`src/hdl/code_lock_tamper_alarm_macros.svh`:
```
// Assertion helpers for the lock and alarm logic.
`ifndef CODE_LOCK_TAMPER_ALARM_MACROS_SVH
`define CODE_LOCK_TAMPER_ALARM_MACROS_SVH

`ifndef SYNTHESIS
// Check a property on every clock edge outside reset.
`define CLTA_ASSERT(lbl, clk, rst_n, prop, msg) \
  lbl: assert property (@(posedge clk) disable iff (!rst_n) (prop)) else $error(msg);
// Check that a condition implies a property in the cycle after it.
`define CLTA_ASSERT_NEXT(lbl, clk, rst_n, cond, prop, msg) \
  lbl: assert property (@(posedge clk) disable iff (!rst_n) (cond) |=> (prop)) \
    else $error(msg);
`else
`define CLTA_ASSERT(lbl, clk, rst_n, prop, msg)
`define CLTA_ASSERT_NEXT(lbl, clk, rst_n, cond, prop, msg)
`endif

`endif

```
`src/hdl/clta_pkg.sv`:
```
package clta_pkg;

  typedef enum logic [2:0] {
    CMD_POLL  = 3'd0,
    CMD_ACCEL = 3'd1,
    CMD_POT   = 3'd2,
    CMD_TICK  = 3'd3,
    CMD_FLASH = 3'd4
  } cmd_e;

  typedef enum logic [1:0] {
    MODE_UNARMED = 2'd0,
    MODE_ARMED   = 2'd1,
    MODE_PENDING = 2'd2,
    MODE_ALARMED = 2'd3
  } mode_e;

  // Button bit positions; a level of 0 means pressed.
  localparam int unsigned BTN_LEFT   = 0;
  localparam int unsigned BTN_RIGHT  = 1;
  localparam int unsigned BTN_UP     = 2;
  localparam int unsigned BTN_DOWN   = 3;
  localparam int unsigned BTN_CENTRE = 4;

  // Register indexes.
  localparam logic [2:0] REG_SECRET_0  = 3'd0;
  localparam logic [2:0] REG_THRESHOLD = 3'd4;
  localparam int unsigned NUM_SECRET_REGS = 4;

  localparam logic [3:0] DIGIT_MAX = 4'd9;
  localparam logic [3:0] SECRET_RESET [NUM_SECRET_REGS] = '{4'd1, 4'd2, 4'd3, 4'd4};
  localparam logic signed [9:0] THRESHOLD_RESET = 10'sd50;

  localparam logic [6:0]  SECS_MAX  = 7'd120;
  localparam logic [18:0] SECS_SPAN = 19'd110;
  localparam logic [18:0] POT_ROUND = 19'd4094;

  typedef struct packed {
    logic [2:0]        command;
    logic [4:0]        button_levels;
    logic signed [9:0] accel_x;
    logic signed [9:0] accel_y;
    logic signed [9:0] accel_z;
    logic [11:0]       pot_sample;
  } item_t;

  typedef struct packed {
    mode_e mode;
    logic  lock;
    logic  armed;
    logic  tamper;
    logic  led;
  } status_t;

  // 120 - ceil(110 * pot / 4095); division by 2^12-1 done as
  // floor(m / 4095) = (m + (m >> 12) + 1) >> 12 for m below 2^24 - 1.
  function automatic logic [6:0] pot_to_seconds(input logic [11:0] pot);
    logic [18:0] num;
    logic [19:0] sum;
    logic [6:0]  drop;
    num  = {7'd0, pot} * SECS_SPAN + POT_ROUND;
    sum  = {1'b0, num} + {13'd0, num[18:12]} + 20'd1;
    drop = sum[18:12];
    return SECS_MAX - drop;
  endfunction

endpackage

```
`src/hdl/code_lock_tamper_alarm.sv`:
```
// Datapath: a transfer loads the input register, and the state/result register
// loads from it when the held event advances.
// Throughput: one event per cycle unless stalled; state update is the only loop.
// Reset (rst_ni low, asynchronous): unarmed, flags clear, entries and countdown
// zero, buttons taken as released, code digits 1,2,3,4 and threshold 50.
module code_lock_tamper_alarm #(
  parameter int unsigned CODE_LEN = 4
) (
  input  logic              clk_i,
  input  logic              rst_ni,
  // configuration writes
  input  logic              cfg_we_i,
  input  logic [2:0]        cfg_index_i,
  input  logic [9:0]        cfg_data_i,
  // event channel
  input  logic              in_valid_i,
  output logic              in_stall_o,
  input  logic [2:0]        command_i,
  input  logic [4:0]        button_levels_i,
  input  logic signed [9:0] accel_x_i,
  input  logic signed [9:0] accel_y_i,
  input  logic signed [9:0] accel_z_i,
  input  logic [11:0]       pot_sample_i,
  // result channel
  output logic              out_valid_o,
  input  logic              out_stall_i,
  output logic [1:0]        alarm_status_o,
  output logic              lock_on_o,
  output logic              armed_on_o,
  output logic              tamper_seen_o,
  output logic [1:0]        cursor_o,
  output logic [3:0]        entry_0_o,
  output logic [3:0]        entry_1_o,
  output logic [3:0]        entry_2_o,
  output logic [3:0]        entry_3_o,
  output logic [6:0]        countdown_o,
  output logic              led_lit_o
);

  localparam int unsigned CUR_W = (CODE_LEN > 1) ? $clog2(CODE_LEN) : 1;
  localparam int unsigned NUM_VIEW = 4;

  clta_pkg::item_t   in_item;
  clta_pkg::item_t   held_item;
  clta_pkg::status_t status;
  logic              held_valid;
  logic              adv;
  logic [3:0]        secret [CODE_LEN];
  logic signed [9:0] threshold;
  logic [CUR_W-1:0]  cursor;
  logic [3:0]        entries [CODE_LEN];
  logic [6:0]        seconds;
  logic [3:0]        entry_view [NUM_VIEW];

  // Pack the event fields for the input register.
  assign in_item.command       = command_i;
  assign in_item.button_levels = button_levels_i;
  assign in_item.accel_x       = accel_x_i;
  assign in_item.accel_y       = accel_y_i;
  assign in_item.accel_z       = accel_z_i;
  assign in_item.pot_sample    = pot_sample_i;

  // Code digits and shake threshold; digits past the fourth stay zero.
  clta_cfg_regs #(
    .CODE_LEN (CODE_LEN)
  ) u_cfg (
    .clk_i       (clk_i),
    .rst_ni      (rst_ni),
    .cfg_we_i    (cfg_we_i),
    .cfg_index_i (cfg_index_i),
    .cfg_data_i  (cfg_data_i),
    .secret_o    (secret),
    .threshold_o (threshold)
  );

  // Input register: takes a transfer when empty or when the held event moves on.
  clta_in_stage u_in (
    .clk_i      (clk_i),
    .rst_ni     (rst_ni),
    .in_valid_i (in_valid_i),
    .in_stall_o (in_stall_o),
    .item_i     (in_item),
    .adv_i      (adv),
    .valid_o    (held_valid),
    .item_o     (held_item)
  );

  // State update: the state registers double as the result register, so they
  // advance only when the previous result is gone or leaving this cycle.
  clta_core #(
    .CODE_LEN (CODE_LEN)
  ) u_core (
    .clk_i       (clk_i),
    .rst_ni      (rst_ni),
    .valid_i     (held_valid),
    .item_i      (held_item),
    .adv_o       (adv),
    .out_valid_o (out_valid_o),
    .out_stall_i (out_stall_i),
    .secret_i    (secret),
    .threshold_i (threshold),
    .status_o    (status),
    .cursor_o    (cursor),
    .entries_o   (entries),
    .seconds_o   (seconds)
  );

  // Entry fields past the code length read zero.
  for (genvar i = 0; i < NUM_VIEW; i++) begin : g_view
    if (i < CODE_LEN) begin : g_used
      assign entry_view[i] = entries[i];
    end else begin : g_unused
      assign entry_view[i] = 4'd0;
    end
  end

  // Report the low two bits of the cursor.
  if (CUR_W >= 2) begin : g_cur_wide
    assign cursor_o = cursor[1:0];
  end else begin : g_cur_narrow
    assign cursor_o = {1'b0, cursor};
  end

  assign alarm_status_o = status.mode;
  assign lock_on_o      = status.lock;
  assign armed_on_o     = status.armed;
  assign tamper_seen_o  = status.tamper;
  assign entry_0_o      = entry_view[0];
  assign entry_1_o      = entry_view[1];
  assign entry_2_o      = entry_view[2];
  assign entry_3_o      = entry_view[3];
  assign countdown_o    = seconds;
  assign led_lit_o      = status.led;

endmodule

```
`src/hdl/clta_cfg_regs.sv`:
```
module clta_cfg_regs #(
  parameter int unsigned CODE_LEN = 4
) (
  input  logic              clk_i,
  input  logic              rst_ni,
  input  logic              cfg_we_i,
  input  logic [2:0]        cfg_index_i,
  input  logic [9:0]        cfg_data_i,
  output logic [3:0]        secret_o [CODE_LEN],
  output logic signed [9:0] threshold_o
);

  logic signed [9:0] threshold_q;

  for (genvar i = 0; i < CODE_LEN; i++) begin : g_secret
    if (i < clta_pkg::NUM_SECRET_REGS) begin : g_reg
      logic [3:0] digit_q;
      always_ff @(posedge clk_i or negedge rst_ni) begin
        if (!rst_ni) begin
          digit_q <= clta_pkg::SECRET_RESET[i];
        end else if (cfg_we_i && (cfg_index_i == clta_pkg::REG_SECRET_0 + 3'(i))) begin
          digit_q <= cfg_data_i[3:0];
        end
      end
      assign secret_o[i] = digit_q;
    end else begin : g_const
      // no register: digit fixed at zero
      assign secret_o[i] = 4'd0;
    end
  end

  always_ff @(posedge clk_i or negedge rst_ni) begin
    if (!rst_ni) begin
      threshold_q <= clta_pkg::THRESHOLD_RESET;
    end else if (cfg_we_i && (cfg_index_i == clta_pkg::REG_THRESHOLD)) begin
      threshold_q <= cfg_data_i;
    end
  end

  assign threshold_o = threshold_q;

endmodule

```
`src/hdl/clta_in_stage.sv`:
```
module clta_in_stage (
  input  logic                clk_i,
  input  logic                rst_ni,
  input  logic                in_valid_i,
  output logic                in_stall_o,
  input  clta_pkg::item_t     item_i,
  input  logic                adv_i,
  output logic                valid_o,
  output clta_pkg::item_t     item_o
);

  logic            valid_q;
  clta_pkg::item_t item_q;

  // hold while the held item cannot move on
  assign in_stall_o = valid_q && !adv_i;

  always_ff @(posedge clk_i or negedge rst_ni) begin
    if (!rst_ni) begin
      valid_q <= 1'b0;
    end else if (!in_stall_o) begin
      valid_q <= in_valid_i;
    end
  end

  always_ff @(posedge clk_i) begin
    if (in_valid_i && !in_stall_o) begin
      item_q <= item_i;
    end
  end

  assign valid_o = valid_q;
  assign item_o  = item_q;

endmodule

```
`src/hdl/clta_core.sv`:
```
`include "code_lock_tamper_alarm_macros.svh"

module clta_core #(
  parameter int unsigned CODE_LEN = 4,
  localparam int unsigned CUR_W = (CODE_LEN > 1) ? $clog2(CODE_LEN) : 1
) (
  input  logic                  clk_i,
  input  logic                  rst_ni,
  input  logic                  valid_i,
  input  clta_pkg::item_t       item_i,
  output logic                  adv_o,
  output logic                  out_valid_o,
  input  logic                  out_stall_i,
  input  logic [3:0]            secret_i [CODE_LEN],
  input  logic signed [9:0]     threshold_i,
  output clta_pkg::status_t     status_o,
  output logic [CUR_W-1:0]      cursor_o,
  output logic [3:0]            entries_o [CODE_LEN],
  output logic [6:0]            seconds_o
);

  logic               out_valid_q;
  clta_pkg::mode_e    mode_q, mode_d;
  logic               lock_q, lock_d;
  logic               armed_q, armed_d;
  logic               tamper_q, tamper_d;
  logic               led_q, led_d;
  logic [CUR_W-1:0]   cursor_q, cursor_d;
  logic [3:0]         entries_q [CODE_LEN];
  logic [3:0]         entries_d [CODE_LEN];
  logic [6:0]         seconds_q, seconds_d;
  logic [4:0]         last_q, last_d;
  logic               arm_go, disarm_go, shake_go, alarm_go;

  assign adv_o = valid_i && (!out_valid_q || !out_stall_i);

  always_ff @(posedge clk_i or negedge rst_ni) begin
    if (!rst_ni) begin
      out_valid_q <= 1'b0;
    end else if (adv_o) begin
      out_valid_q <= 1'b1;
    end else if (!out_stall_i) begin
      out_valid_q <= 1'b0;
    end
  end

  // flag, cursor, entry, countdown, led and button history update
  always_comb begin
    logic [4:0] edges;
    logic [3:0] digit;
    logic       match;
    lock_d    = lock_q;
    armed_d   = armed_q;
    tamper_d  = tamper_q;
    led_d     = led_q;
    cursor_d  = cursor_q;
    entries_d = entries_q;
    seconds_d = seconds_q;
    last_d    = last_q;
    arm_go    = 1'b0;
    disarm_go = 1'b0;
    shake_go  = 1'b0;
    alarm_go  = 1'b0;
    edges     = ~last_q & item_i.button_levels;
    digit     = entries_q[cursor_q];
    match     = 1'b1;
    for (int i = 0; i < CODE_LEN; i++) begin
      if (entries_q[i] != secret_i[i]) begin
        match = 1'b0;
      end
    end
    case (clta_pkg::cmd_e'(item_i.command))
      clta_pkg::CMD_POLL: begin
        last_d = item_i.button_levels;
        if (!armed_q) begin
          if (edges[clta_pkg::BTN_UP]) begin
            lock_d = 1'b1;
          end else if (edges[clta_pkg::BTN_DOWN]) begin
            lock_d = 1'b0;
          end else if (edges[clta_pkg::BTN_LEFT] && lock_q) begin
            arm_go  = 1'b1;
            armed_d = 1'b1;
            edges[clta_pkg::BTN_LEFT] = 1'b0;
            edges[clta_pkg::BTN_UP]   = 1'b0;
            edges[clta_pkg::BTN_DOWN] = 1'b0;
          end
        end
        if (armed_d) begin
          if (edges[clta_pkg::BTN_RIGHT]) begin
            if (int'(cursor_q) + 1 < CODE_LEN) begin
              cursor_d = cursor_q + CUR_W'(1);
            end
          end else if (edges[clta_pkg::BTN_LEFT]) begin
            if (cursor_q != '0) begin
              cursor_d = cursor_q - CUR_W'(1);
            end
          end else if (edges[clta_pkg::BTN_UP]) begin
            if (digit < clta_pkg::DIGIT_MAX) begin
              entries_d[cursor_q] = digit + 4'd1;
            end
          end else if (edges[clta_pkg::BTN_DOWN]) begin
            if (digit != 4'd0) begin
              entries_d[cursor_q] = digit - 4'd1;
            end
          end else if (edges[clta_pkg::BTN_CENTRE] && match) begin
            disarm_go = 1'b1;
            armed_d   = 1'b0;
            tamper_d  = 1'b0;
            lock_d    = 1'b0;
          end
        end
      end
      clta_pkg::CMD_ACCEL: begin
        if (armed_q && ((item_i.accel_x > threshold_i) || (item_i.accel_y > threshold_i) ||
                        (item_i.accel_z > threshold_i))) begin
          shake_go = 1'b1;
          tamper_d = 1'b1;
        end
      end
      clta_pkg::CMD_POT: begin
        if (!armed_q) begin
          seconds_d = clta_pkg::pot_to_seconds(item_i.pot_sample);
        end
      end
      clta_pkg::CMD_TICK: begin
        if (mode_q == clta_pkg::MODE_PENDING) begin
          if (seconds_q != 7'd0) begin
            seconds_d = seconds_q - 7'd1;
          end
          alarm_go = (seconds_q == 7'd0) || (seconds_q == 7'd1);
        end
      end
      clta_pkg::CMD_FLASH: begin
        if (tamper_q && (seconds_q == 7'd0)) begin
          led_d = !led_q;
        end
      end
      default: begin
      end
    endcase
  end

  // mode next state
  always_comb begin
    mode_d = mode_q;
    if (disarm_go) begin
      mode_d = clta_pkg::MODE_UNARMED;
    end else if (shake_go) begin
      mode_d = clta_pkg::MODE_PENDING;
    end else if (alarm_go) begin
      mode_d = clta_pkg::MODE_ALARMED;
    end else if (arm_go) begin
      mode_d = clta_pkg::MODE_ARMED;
    end
  end

  always_ff @(posedge clk_i or negedge rst_ni) begin
    if (!rst_ni) begin
      mode_q    <= clta_pkg::MODE_UNARMED;
      lock_q    <= 1'b0;
      armed_q   <= 1'b0;
      tamper_q  <= 1'b0;
      led_q     <= 1'b0;
      cursor_q  <= '0;
      entries_q <= '{default: 4'd0};
      seconds_q <= 7'd0;
      last_q    <= 5'h1F;
    end else if (adv_o) begin
      mode_q    <= mode_d;
      lock_q    <= lock_d;
      armed_q   <= armed_d;
      tamper_q  <= tamper_d;
      led_q     <= led_d;
      cursor_q  <= cursor_d;
      entries_q <= entries_d;
      seconds_q <= seconds_d;
      last_q    <= last_d;
    end
  end

  // outputs
  assign out_valid_o     = out_valid_q;
  assign status_o.mode   = mode_q;
  assign status_o.lock   = lock_q;
  assign status_o.armed  = armed_q;
  assign status_o.tamper = tamper_q;
  assign status_o.led    = led_q;
  assign cursor_o        = cursor_q;
  assign entries_o       = entries_q;
  assign seconds_o       = seconds_q;

  `CLTA_ASSERT(a_armed_mode, clk_i, rst_ni, armed_q == (mode_q != clta_pkg::MODE_UNARMED), "armed flag disagrees with mode")
  `CLTA_ASSERT(a_tamper_mode, clk_i, rst_ni, tamper_q == ((mode_q == clta_pkg::MODE_PENDING) || (mode_q == clta_pkg::MODE_ALARMED)), "tamper flag disagrees with mode")
  `CLTA_ASSERT(a_cursor_range, clk_i, rst_ni, int'(cursor_q) < CODE_LEN, "cursor beyond code length")
  `CLTA_ASSERT_NEXT(a_hold_state, clk_i, rst_ni, !adv_o, $stable(mode_q) && $stable(seconds_q) && $stable(cursor_q), "state changed without a transfer")

endmodule

```
`config.mk`:
```
export PLATFORM = sky130hd
export DESIGN_NAME = code_lock_tamper_alarm
export DESIGN_NICKNAME = d
export VERILOG_FILES = /design/src/hdl/clta_pkg.sv /design/src/hdl/code_lock_tamper_alarm.sv /design/src/hdl/clta_cfg_regs.sv /design/src/hdl/clta_in_stage.sv /design/src/hdl/clta_core.sv
export VERILOG_INCLUDE_DIRS = /design/src /design/src/hdl
export SDC_FILE = /design/constraint.sdc
export NUM_CORES = 1
export LEC_CHECK = 0
export ABC_AREA = 0
export BUFFER_PORTS_ARGS = -buffer_cell sky130_fd_sc_hd__buf_4
export CORE_MARGIN = 1
export CORE_UTILIZATION = 30
export DETAILED_ROUTE_END_ITERATION = 7
export PLACE_DENSITY = 0.44
export SETUP_SLACK_MARGIN = 0.15
export SLEW_MARGIN = 5
export SYNTH_ARGS = -nofsm -noshare
export SYNTH_HDL_FRONTEND = slang
export SYNTH_SLANG_ARGS = --single-unit
```
`constraint.sdc`:
```
create_clock -name clk_i -period 19.2 [get_ports clk_i]
set_input_delay 1.92 -clock clk_i [delete_from_list [all_inputs] [get_ports clk_i]]
set_output_delay 1.92 -clock clk_i [all_outputs]
set_load 0.005 [all_outputs]
```
==> results.cfg, run 1 <==
[routing]
avgViaCountPerCell = 4.76
vias = 5744
drtIter0Drc = 288
first_pass_iters = 8
wl_um = 18600
drc = 12
ant_nets = 0
post_drt_wl_per_cell_um = 15.4

[setup_path]
cp_slowest_cell = fa_1
crit_arrival_ps = 7870
max_stage_delay_ps = 550
crit_type = reg -> reg
cp-end-kind = flip-flop
critPathLaunchType = flip-flop
crit_fanout = 6
crit_required_ps = 19480

[floorplan]
rows = 59
fp.coreArea_um2 = 26100
start_util_pct = 30.7
die_area_um2 = 27400
ios = 101
fp.dieH_um = 165
die_width_um = 165

[clocking]
clockBufferDepth = 2
postCtsHoldBufs = 0
cts_inserted_buffers = 17
clock_latency_ps = 410
cts.htree.levels = 4
cts_tree = yes
clkTransAtPathRegs_ps = 50
clock_sinks = 114
post_cts_buffers = 0
postCtsResizedCells = 0
cts_root_buffer = clkbuf_16

[placement]
portBuffers = 100
place_hpwl_um = 14500
gp_congestion = 0.771

[power_and_ir_drop]
p_int_w = 0.000875
comb_power_share_pct = 54.2
seq_power_share_pct = 22.7
power.switching_w = 0.000593
switching_share_pct = 40.4
ir_worst_vdd_v = 0.0000786
clkPwrFrac_pct = 23.1
leakagePower_nw = 4.28
pwr_density_cell_nw_per_um2 = 150

[synthesis]
synthesis.nets = 929
synthesis.instances = 755
synth_cell_type_count = 68
ys.warnings.count = 0
synth_flop_cell = dfrtp_1
synth_edf_count = 50
synth_seq_cells = 114
synthTopCellsByCount = 87 x inv_1, 79 x ha_1, 51 x dfrtp_1, 50 x edfxtp_1, 49 x nand2_1
synth_most_common_cell = inv_1
netlist_area_um2 = 8020
avgSynthCellArea_um2 = 10.6
ys_async_sr_fraction_pct = 56.1
yosysTopAreaCell = edfxtp_1
yosysTopAreaCellShare_pct = 18.7
synthTopCellsByArea = edfxtp_1 19%, dfrtp_1 16%, ha_1 12%
synth_seq_area_share_pct = 38.9

[sta]
fin_skew_ps = 13.9
maxSlewHeadroom_pct = 30.7
layout_min_cycle_time_ps = 7600
fmax_mhz = 132
rsz0062_at_grt = no
setup_violations = 0
fin_tns_setup_ps = 0
period_share_pct = 39.6
hold_slack_ps = 456
maxSlewViolCount = 0
tightest_slew_ps = 1020
finalHoldViolations = 0

[cells_and_area]
drive_above_1_share_pct = 22.1
area_delta_synth_final_pct = 21.8
final_util_pct = 37.4
diodes = 0
final_nets = 1033

[global_route]
antenna_found_initial = 0
grt_pass1_wl_um = 30100
grt_max_degree = 65
overflow = 0
grt_usage_pct = 14.2
grt_pass1_vias = 5646

[status]
status = complete, but fails checks
violations = DRC

[run]
cap_violations = 0

[worst_hold_path]
hp-class = reg -> reg
## metal layers
layer	wire [um]	up-vias	track usage, %
met2	8030	100	21.0
met4	120	0	3.39
li1	-	2925	-
met1	9680	2709	21.1
met3	740	10	2.87
met5	0	-	0
## kinds of logic after synthesis
group / after synthesis / share of synthesized area [%]
compound gates: 149 / 12.7
xor+xnor: 51 / 5.66
buf+inv: 103 / 4.93
simple gates: 195 / 13.2
fa+ha+maj: 106 / 19.1
flops: 114 / 38.9
mux: 37 / 5.57
## area by class of cell
class,count,area (um^2)
Timing Repair Buffer,101,758
Clock buffer,24,514
Sequential cell,114,3120
Tap cell,335,419
Fill cell,2664,16400
Clock inverter,8,121
Inverter,87,327
Multi-Input combinational cell,538,4510
## flip-flops by register name (all words and copies together) (netlist names), named ones only
register and cells:
u_core.led_q 1, u_core.last_q 5, u_core.armed_q 1, u_core.out_valid_o 1, u_in.valid_o 1, u_in.item_o 50, u_core.cursor_o 2, u_core.lock_q 1
u_cfg.threshold_o 10, u_core.entries_o 12, u_core.tamper_q 1, u_cfg.g_secret.g_reg.digit_q 16, u_core.mode_q 2, u_core.seconds_o 7
## critical path: cells and delay by family, from the launching register on
family,cells,cell delay [ps]
XOR/XNOR,2,370
AO/OA/AOI/OAI,8,1950
flip-flops,1,510
AND/OR/NAND/NOR,9,1920
buffers and inverters,3,250
adder cells (fa/ha/maj),6,2470
## cells in the final DEF, fill, tap and decap left out, types with 4 or more instances in the layout
| master | synthesis | final |
|---|---|---|
| inv_1 | 87 | 87 |
| nor4_1 | 11 | 11 |
| a31oi_1 | 7 | 7 |
| or3_1 | 8 | 8 |
| o21a_1 | 24 | 24 |
| buf_4 | 1 | 101 |
| a21oi_1 | 25 | 25 |
| dfrtp_1 | 51 | 51 |
| nor2b_1 | 10 | 10 |
| nand2_1 | 49 | 49 |
| o311ai_0 | 4 | 4 |
| xor2_1 | 19 | 19 |
| o211ai_1 | 6 | 6 |
| ha_1 | 79 | 79 |
| nand4_1 | 13 | 13 |
| o21ai_0 | 39 | 39 |
| edfxtp_1 | 50 | 50 |
| nand2b_1 | 8 | 8 |
| mux2_2 | 31 | 31 |
| a211oi_1 | 7 | 7 |
| fa_1 | 27 | 27 |
| xnor2_1 | 31 | 31 |
| nor3b_1 | 5 | 5 |
| nor2_1 | 28 | 28 |
| dfstp_2 | 13 | 13 |
| clkbuf_16 | 0 | 19 |
| nand3_1 | 11 | 11 |
| or4_1 | 5 | 5 |
| nor3_1 | 18 | 17 |
| and2_1 | 8 | 7 |
## final timing paths
check                                                                 end  slack (ps)                         start  cells after the start
max                                       u_core.seconds_o[6]$_DFFE_PN0P_       11600      u_in.item_o[5]$_DFFE_PP_                     28
min                                          u_core.last_q[2]$_DFFE_PN1P_         460  u_core.last_q[2]$_DFFE_PN1P_                      2
max reg2reg                               u_core.seconds_o[6]$_DFFE_PN0P_       11600      u_in.item_o[5]$_DFFE_PP_                     28
min reg2reg                                  u_core.last_q[2]$_DFFE_PN1P_         460  u_core.last_q[2]$_DFFE_PN1P_                      2
max in group asynchronous  u_cfg.g_secret[0].g_reg.digit_q[1]$_DFFE_PN0P_       16980                        rst_ni                      1
min in group asynchronous                 u_core.seconds_o[3]$_DFFE_PN0P_        1610                        rst_ni                      1
## metrics by stage
| stage | worst slack [ps] | area [um^2] | total power [W] | cells |
|---|---|---|---|---|
| after CTS | 11600 | 9770 | 0.00149 | 1207 |
| after detailed placement | 11620 | 9130 | 0.00114 | 1175 |
| after global placement | 11630 | 9130 | 0.00114 | 1175 |
| final | 11600 | 9770 | 0.00147 | 1207 |
| after floorplan | 12270 | 8020 | 0.000942 | 755 |
| after global routing | 10940 | 9770 | 0.00160 | 1207 |
## power by group through the flow
| stage | Combinational (W) | Sequential, W | Clock (W) |
|---|---|---|---|
| after floorplan | 0.000617 | 0.000325 | 0 |
| after global placement | 0.000800 | 0.000338 | 0 |
| after detailed placement | 0.000797 | 0.000339 | 0 |
| after CTS | 0.000803 | 0.000334 | 0.000348 |
| after global routing | 0.000899 | 0.000340 | 0.000360 |
| final | 0.000795 | 0.000334 | 0.000339 |
(Power assumes the default switching activity.)
==> run 2: changes to the inputs <==
--- a/config.mk
+++ b/config.mk
@@ -6,12 +6,12 @@
 export SDC_FILE = /design/constraint.sdc
 export NUM_CORES = 1
 export LEC_CHECK = 0
-export ABC_AREA = 0
+export ABC_AREA = 1
 export BUFFER_PORTS_ARGS = -buffer_cell sky130_fd_sc_hd__buf_4
 export CORE_MARGIN = 1
 export CORE_UTILIZATION = 30
 export DETAILED_ROUTE_END_ITERATION = 7
-export PLACE_DENSITY = 0.44
+export PLACE_DENSITY = 0.45
 export SETUP_SLACK_MARGIN = 0.15
 export SLEW_MARGIN = 5
 export SYNTH_ARGS = -nofsm -noshare
==> constraint.sdc (replaced) <==
create_clock -name clk_i -period 6.3 [get_ports clk_i]
set_input_delay 0.63 -clock clk_i [delete_from_list [all_inputs] [get_ports clk_i]]
set_output_delay 0.63 -clock clk_i [all_outputs]
set_load 0.005 [all_outputs]
==> results.cfg, run 2 <==
[status]
status = complete, but fails checks
violations = DRC

[routing]
wl_um = 18800
first_pass_iters = 7
vias = 6346
drc = 7
avgViaCountPerCell = 4.50
wl_met1_um = 9850
ant_nets = 0
top_layer = met4
wl_met3_um = 631
routed-wl-met2_um = 8030
drtIter0Drc = 296
post_drt_wl_per_cell_um = 13.3

[floorplan]
start_util_pct = 30.9
die_area_um2 = 27700
ios = 101
rows = 59
die_width_um = 166
fp.coreArea_um2 = 26300
fp.dieH_um = 166

[cells_and_area]
drive_above_1_share_pct = 20.2
final_nets = 1237
final_common_cell = nand2_1
final_cell_area_um2 = 9960
diodes = 0
layoutNonFillerInstCount = 1411
final_cell_mix = 184 x nand2_1, 166 x inv_1, 105 x buf_4
area_delta_synth_final_pct = 22.9
largest_reg_flops = 50

[sta]
maxSlewViolCount = 0
period_share_pct = 90.5
fin_tns_setup_ps = 0
layout_min_cycle_time_ps = 5700
fmax_mhz = 175
finalHoldViolations = 0
rsz0062_at_grt = no
tightest_slew_ps = 847
fin_skew_ps = 9.40
maxSlewHeadroom_pct = 43.5
setup_violations = 0

[clocking]
cts_inserted_buffers = 17
clockBufferDepth = 2
cts.htree.levels = 4
cts_tree = yes
clock_sinks = 114
cts_root_buffer = clkbuf_16
clkTransAtPathRegs_ps = 60
clock_latency_ps = 410
postCtsHoldBufs = 0

[synthesis]
synth_seq_cells = 114
netlist_area_um2 = 8110
synthTopCellsByArea = edfxtp_1 19%, dfrtp_1 16%, ha_1 12%
avgSynthCellArea_um2 = 8.61
synth_most_common_cell = nand2_1
synth_cell_type_count = 49
synth_seq_area_share_pct = 38.5
yosysTopAreaCellShare_pct = 18.5
synth_flop_cell = dfrtp_1
ys_async_sr_fraction_pct = 56.1
synthesis.nets = 1116
synthesis.instances = 942
synthTopCellsByCount = 186 x nand2_1, 167 x inv_1, 79 x ha_1, 58 x o21ai_0, 54 x nor2_1
synth_edf_count = 50
yosysTopAreaCell = edfxtp_1
ys.warnings.count = 0

[power_and_ir_drop]
pwr_density_cell_nw_per_um2 = 449
leakagePower_nw = 4.87
seq_power_share_pct = 22.3
ir_worst_vdd_v = 0.000160
clkPwrFrac_pct = 21.3
p_int_w = 0.00244
switching_share_pct = 45.4
power.switching_w = 0.00203
comb_power_share_pct = 56.4

[placement]
gp_congestion = 0.818
dp.cells = 1374
place_hpwl_um = 14900
dpl_cell_area_um2 = 9270
portBuffers = 100

[setup_path]
crit_type = reg -> reg
critPathLaunchType = flip-flop
crit_required_ps = 6580
crit_arrival_ps = 5980
crit_fanout = 7
cp-end-kind = flip-flop

[run]
cap_violations = 0

[global_route]
grt_pass1_wl_um = 31900
overflow = 0
grt_max_degree = 65
grt_pass1_vias = 6278
antenna_found_initial = 0
grt_usage_pct = 14.3

[worst_hold_path]
hp-class = in -> async
[run 2: cell count changes after synthesis, sizes merged, moves of 19 or more]
cell   previous run  this run
mux2             31         1
o21ai            41        60
xnor2            32        12
nand2            49       212
nor2             28        64
nand3            12        54
o21a             24         4
inv              87       173
[run 2: layout make-up]
class / instances / area [um^2]
Clock buffer: 22 / 497
Clock inverter: 10 / 95.1
Fill cell: 2736 / 16300
Inverter: 175 / 657
Multi-Input combinational cell: 649 / 4380
Sequential cell: 114 / 3120
Tap cell: 335 / 419
Timing Repair Buffer: 106 / 800
[run 2: path summary, 6_finish.rpt]
check / start / slack, ps / end / depth (start not counted)
setup / recovery: u_in.item_o[7]$_DFFE_PP_ / 600 / u_core.seconds_o[2]$_DFFE_PN0P_ / 26
hold / removal: rst_ni / 330 / u_core.entries_o[1]$_DFFE_PN0P_ / 1
setup reg to reg: u_in.item_o[7]$_DFFE_PP_ / 600 / u_core.seconds_o[2]$_DFFE_PN0P_ / 26
hold reg to reg: u_in.valid_o$_DFFE_PN0N_ / 470 / u_core.out_valid_o$_DFFE_PN0P_ / 2
max in group asynchronous: rst_ni / 5420 / u_cfg.threshold_o[6]$_DFFE_PN0P_ / 1
min in group clk_i: pot_sample_i[8] / 390 / u_in.item_o[8]$_DFFE_PP_ / 1
[run 2: power groups by stage]
stage          sequential (W)  clock [W]  combinational [W]
2_1_floorplan        0.000987          0            0.00189
3_3_place_gp          0.00101          0            0.00245
3_5_place_dp          0.00101          0            0.00245
4_1_cts              0.000998   0.000978            0.00247
5_1_grt               0.00101    0.00102            0.00292
6_report             0.000996   0.000952            0.00252
[run 2: cell families (layout without fill, tap and decap cells)]
kind of cell | after synthesis | in the layout | synth area share, %
adders and majority gates | 106 | 106 | 18.9
buffers and inverters | 179 | 313 | 8.29
muxes | 2 | 2 | 0.262
and+or+nand+nor | 372 | 372 | 21.1
AOI/OAI and AO/OA | 142 | 142 | 10.1
DFF | 114 | 114 | 38.5
xor gates and xnor gates | 27 | 27 | 2.92
[run 2: what timing repair did]
action                                  CTS  global route
endpoints found under the setup margin    0             6
buffers inserted                          0             5
gates resized for setup                   0            15
[run 2: routing by layer]
layer	up-vias	GRT usage, %
met5	-	0
met4	0	4.31
met3	18	2.66
met2	101	21.4
met1	2871	20.8
li1	3356	-
[run 2: critical path, cell delays in order (launching register included)]
cell and delay, ps:
edfxtp_1 500, buf_4 190, ha_1 280, inv_1 80, fa_1 440, fa_1 540
inv_1 40, ha_1 360, inv_1 90, nor4_1 360, nand4_1 190, nand2_1 130
xor2_1 300, nand4_1 150, xor2_1 180, ha_1 310, nand2_1 70, o21ai_2 140
nand4_1 190, nand2_4 130, nand3_1 90, nand2_2 90, inv_1 40, ha_1 210
or2_2 290, nand3_1 80, a22oi_1 70
[run 2: stage by stage]
stage	utilization, %	hold WS [ps]	total power (W)	setup WS [ps]
floorplan	-	334	0.00288	934
global placement	35.3	458	0.00346	452
detailed placement	35.3	462	0.00347	337
CTS	37.5	351	0.00445	314
global route	37.9	367	0.00495	141
finish	37.9	330	0.00447	600
==> run 3: changes to the inputs <==
--- a/config.mk
+++ b/config.mk
@@ -9,9 +9,10 @@
 export ABC_AREA = 1
 export BUFFER_PORTS_ARGS = -buffer_cell sky130_fd_sc_hd__buf_4
 export CORE_MARGIN = 1
-export CORE_UTILIZATION = 30
+export CORE_UTILIZATION = 45
 export DETAILED_ROUTE_END_ITERATION = 7
-export PLACE_DENSITY = 0.45
+export PLACE_DENSITY = 0.64
+export REMOVE_ABC_BUFFERS = 1
 export SETUP_SLACK_MARGIN = 0.15
 export SLEW_MARGIN = 5
 export SYNTH_ARGS = -nofsm -noshare
==> results.cfg, run 3 (synthesis gave the netlist of run 2 again) <==
[status]
status = finished, final reports clean

[floorplan]
die_area_um2 = 18600
start_util_pct = 46.4
fp.dieH_um = 136
die_width_um = 136
ios = 101
rows = 48
fp.coreArea_um2 = 17500

[sta]
fin_ws_ps = 652
maxSlewHeadroom_pct = 28.9
fin_skew_ps = 9.79
fin_tns_setup_ps = 0
setup_violations = 0
maxSlewViolCount = 0
rsz0062_at_grt = no
layout_min_cycle_time_ps = 5650
period_share_pct = 89.6
fmax_mhz = 177
tightest_slew_ps = 1070
hold_slack_ps = 322
finalHoldViolations = 0

[routing]
drtIter0Drc = 314
avgViaCountPerCell = 4.95
wl_um = 17400
ant_nets = 0
drc = 0
vias = 6431
first_pass_iters = 4
post_drt_wl_per_cell_um = 13.4

[placement]
place_ws_ps = 533
place_hpwl_um = 13500
portBuffers = 100
gp_congestion = 0.854
dp.cells = 1263

[cells_and_area]
area_delta_synth_final_pct = 21.0
fillers = 1596
final_common_cell = nand2_1
final_nets = 1236
drive_above_1_share_pct = 19.6
final_cell_mix = 185 x nand2_1, 166 x inv_1, 105 x buf_4
layoutNonFillerInstCount = 1300
diodes = 0
largest_reg_flops = 50

[global_route]
grt_pass1_wl_um = 28600
grt_max_degree = 65
grt_pass1_vias = 6146
overflow = 0
antenna_found_initial = 0
grt_usage_pct = 19.8

[setup_path]
crit_arrival_ps = 5980
cp_slowest_cell = fa_1
path_common_cell = nand2_1
crit_type = reg -> reg
max_stage_delay_ps = 520
cp-end-kind = flip-flop
crit_fanout = 7
crit_required_ps = 6630
critPathLaunchType = flip-flop

[clocking]
cts_tree = yes
clkTransAtPathRegs_ps = 50
cts_root_buffer = clkbuf_16
cts.htree.levels = 4
clock_latency_ps = 420
cts_inserted_buffers = 17
clockBufferDepth = 2
clock_sinks = 114

[worst_hold_path]
hp-class = in -> async

[power_and_ir_drop]
pwr_density_cell_nw_per_um2 = 456
p_total_w = 0.00447
ir_worst_vdd_v = 0.000230
leakagePower_nw = 4.87

[run]
cap_violations = 0
==> run 3: cell types whose count changed in the layout (fill, tap and decap cells not counted), moves of 2 or more <==
| cell | previous run | this run |
|---|---|---|
| clkinv_1 | 3 | 5 |
| clkinvlp_4 | 3 | 1 |
| inv_4 | 2 | 0 |
| clkinv_2 | 0 | 3 |
| clkbuf_16 | 19 | 17 |
| bufinv_16 | 1 | 4 |
==> run 3: path summary, 6_finish.rpt <==
kind	startpoint	endpoint	slack (ps)	cells after the start
max	u_in.item_o[6]$_DFFE_PP_	u_core.seconds_o[4]$_DFFE_PN0P_	650	33
max in group asynchronous	rst_ni	u_cfg.threshold_o[6]$_DFFE_PN0P_	5440	1
min in group clk_i	pot_sample_i[10]	u_in.item_o[10]$_DFFE_PP_	390	1
min	rst_ni	asynchronous set/reset pin	320	1
min reg2reg	u_core.led_q$_DFFE_PN0P_	u_core.led_q$_DFFE_PN0P_	470	1
max reg2reg	u_in.item_o[6]$_DFFE_PP_	u_core.seconds_o[4]$_DFFE_PN0P_	650	33
==> run 3: final cells by class <==
cell class              count  area [um^2]  area share [%]
flip-flops and latches    114         3120            31.8
clock buffers              20          447            4.55
repair buffers            105          788            8.04
multi-input cells         649         4350            44.4
clock inverters            12          163            1.66
well taps                 225          282            2.87
inverters                 175          657            6.70
==> run 3: repair_timing <==
item | CTS | global route
hold buffers | 0 | 0
setup buffers | 0 | 5
gates resized for setup | 0 | 9
setup endpoints to repair | 0 | 4
==> run 3: through the flow <==
stage	cell area [um^2]	utilization [%]
after global placement	9130	52.2
after CTS	9740	55.7
after global routing	9810	56.1
after detailed placement	9130	52.2
final	9810	56.1
after floorplan	8090	-
==> run 3: per-layer routing <==
metal  share of wire (%)  wire length [um]  up-vias  track usage, %
met4                0.83               144        0            5.31
met3                 3.2               555       14            4.25
met1                  49              8460     2938            26.1
met5                   0                 0        -               0
met2                  47              8230      120            32.8
li1                    -                 -     3359               -
==> run 3: power breakdown <==
group	leakage (nW)	internal [W]	total, W	switching [W]
registers	1.22	0.000909	0.000994	0.0000854
logic	3.35	0.000912	0.00249	0.00157
clock network	0.296	0.000665	0.000994	0.000329
total	4.87	0.00249	0.00447	0.00199
==> run 3: critical path, delay by kind of cell (launching register included) <==
kind | cells | cell delay [ps]
xor gates and xnor gates | 2 | 320
buffers and inverters | 3 | 140
and+or+nand+nor | 19 | 1850
adders and majority gates | 6 | 2370
AOI/OAI and AO/OA | 3 | 390
DFF | 1 | 500
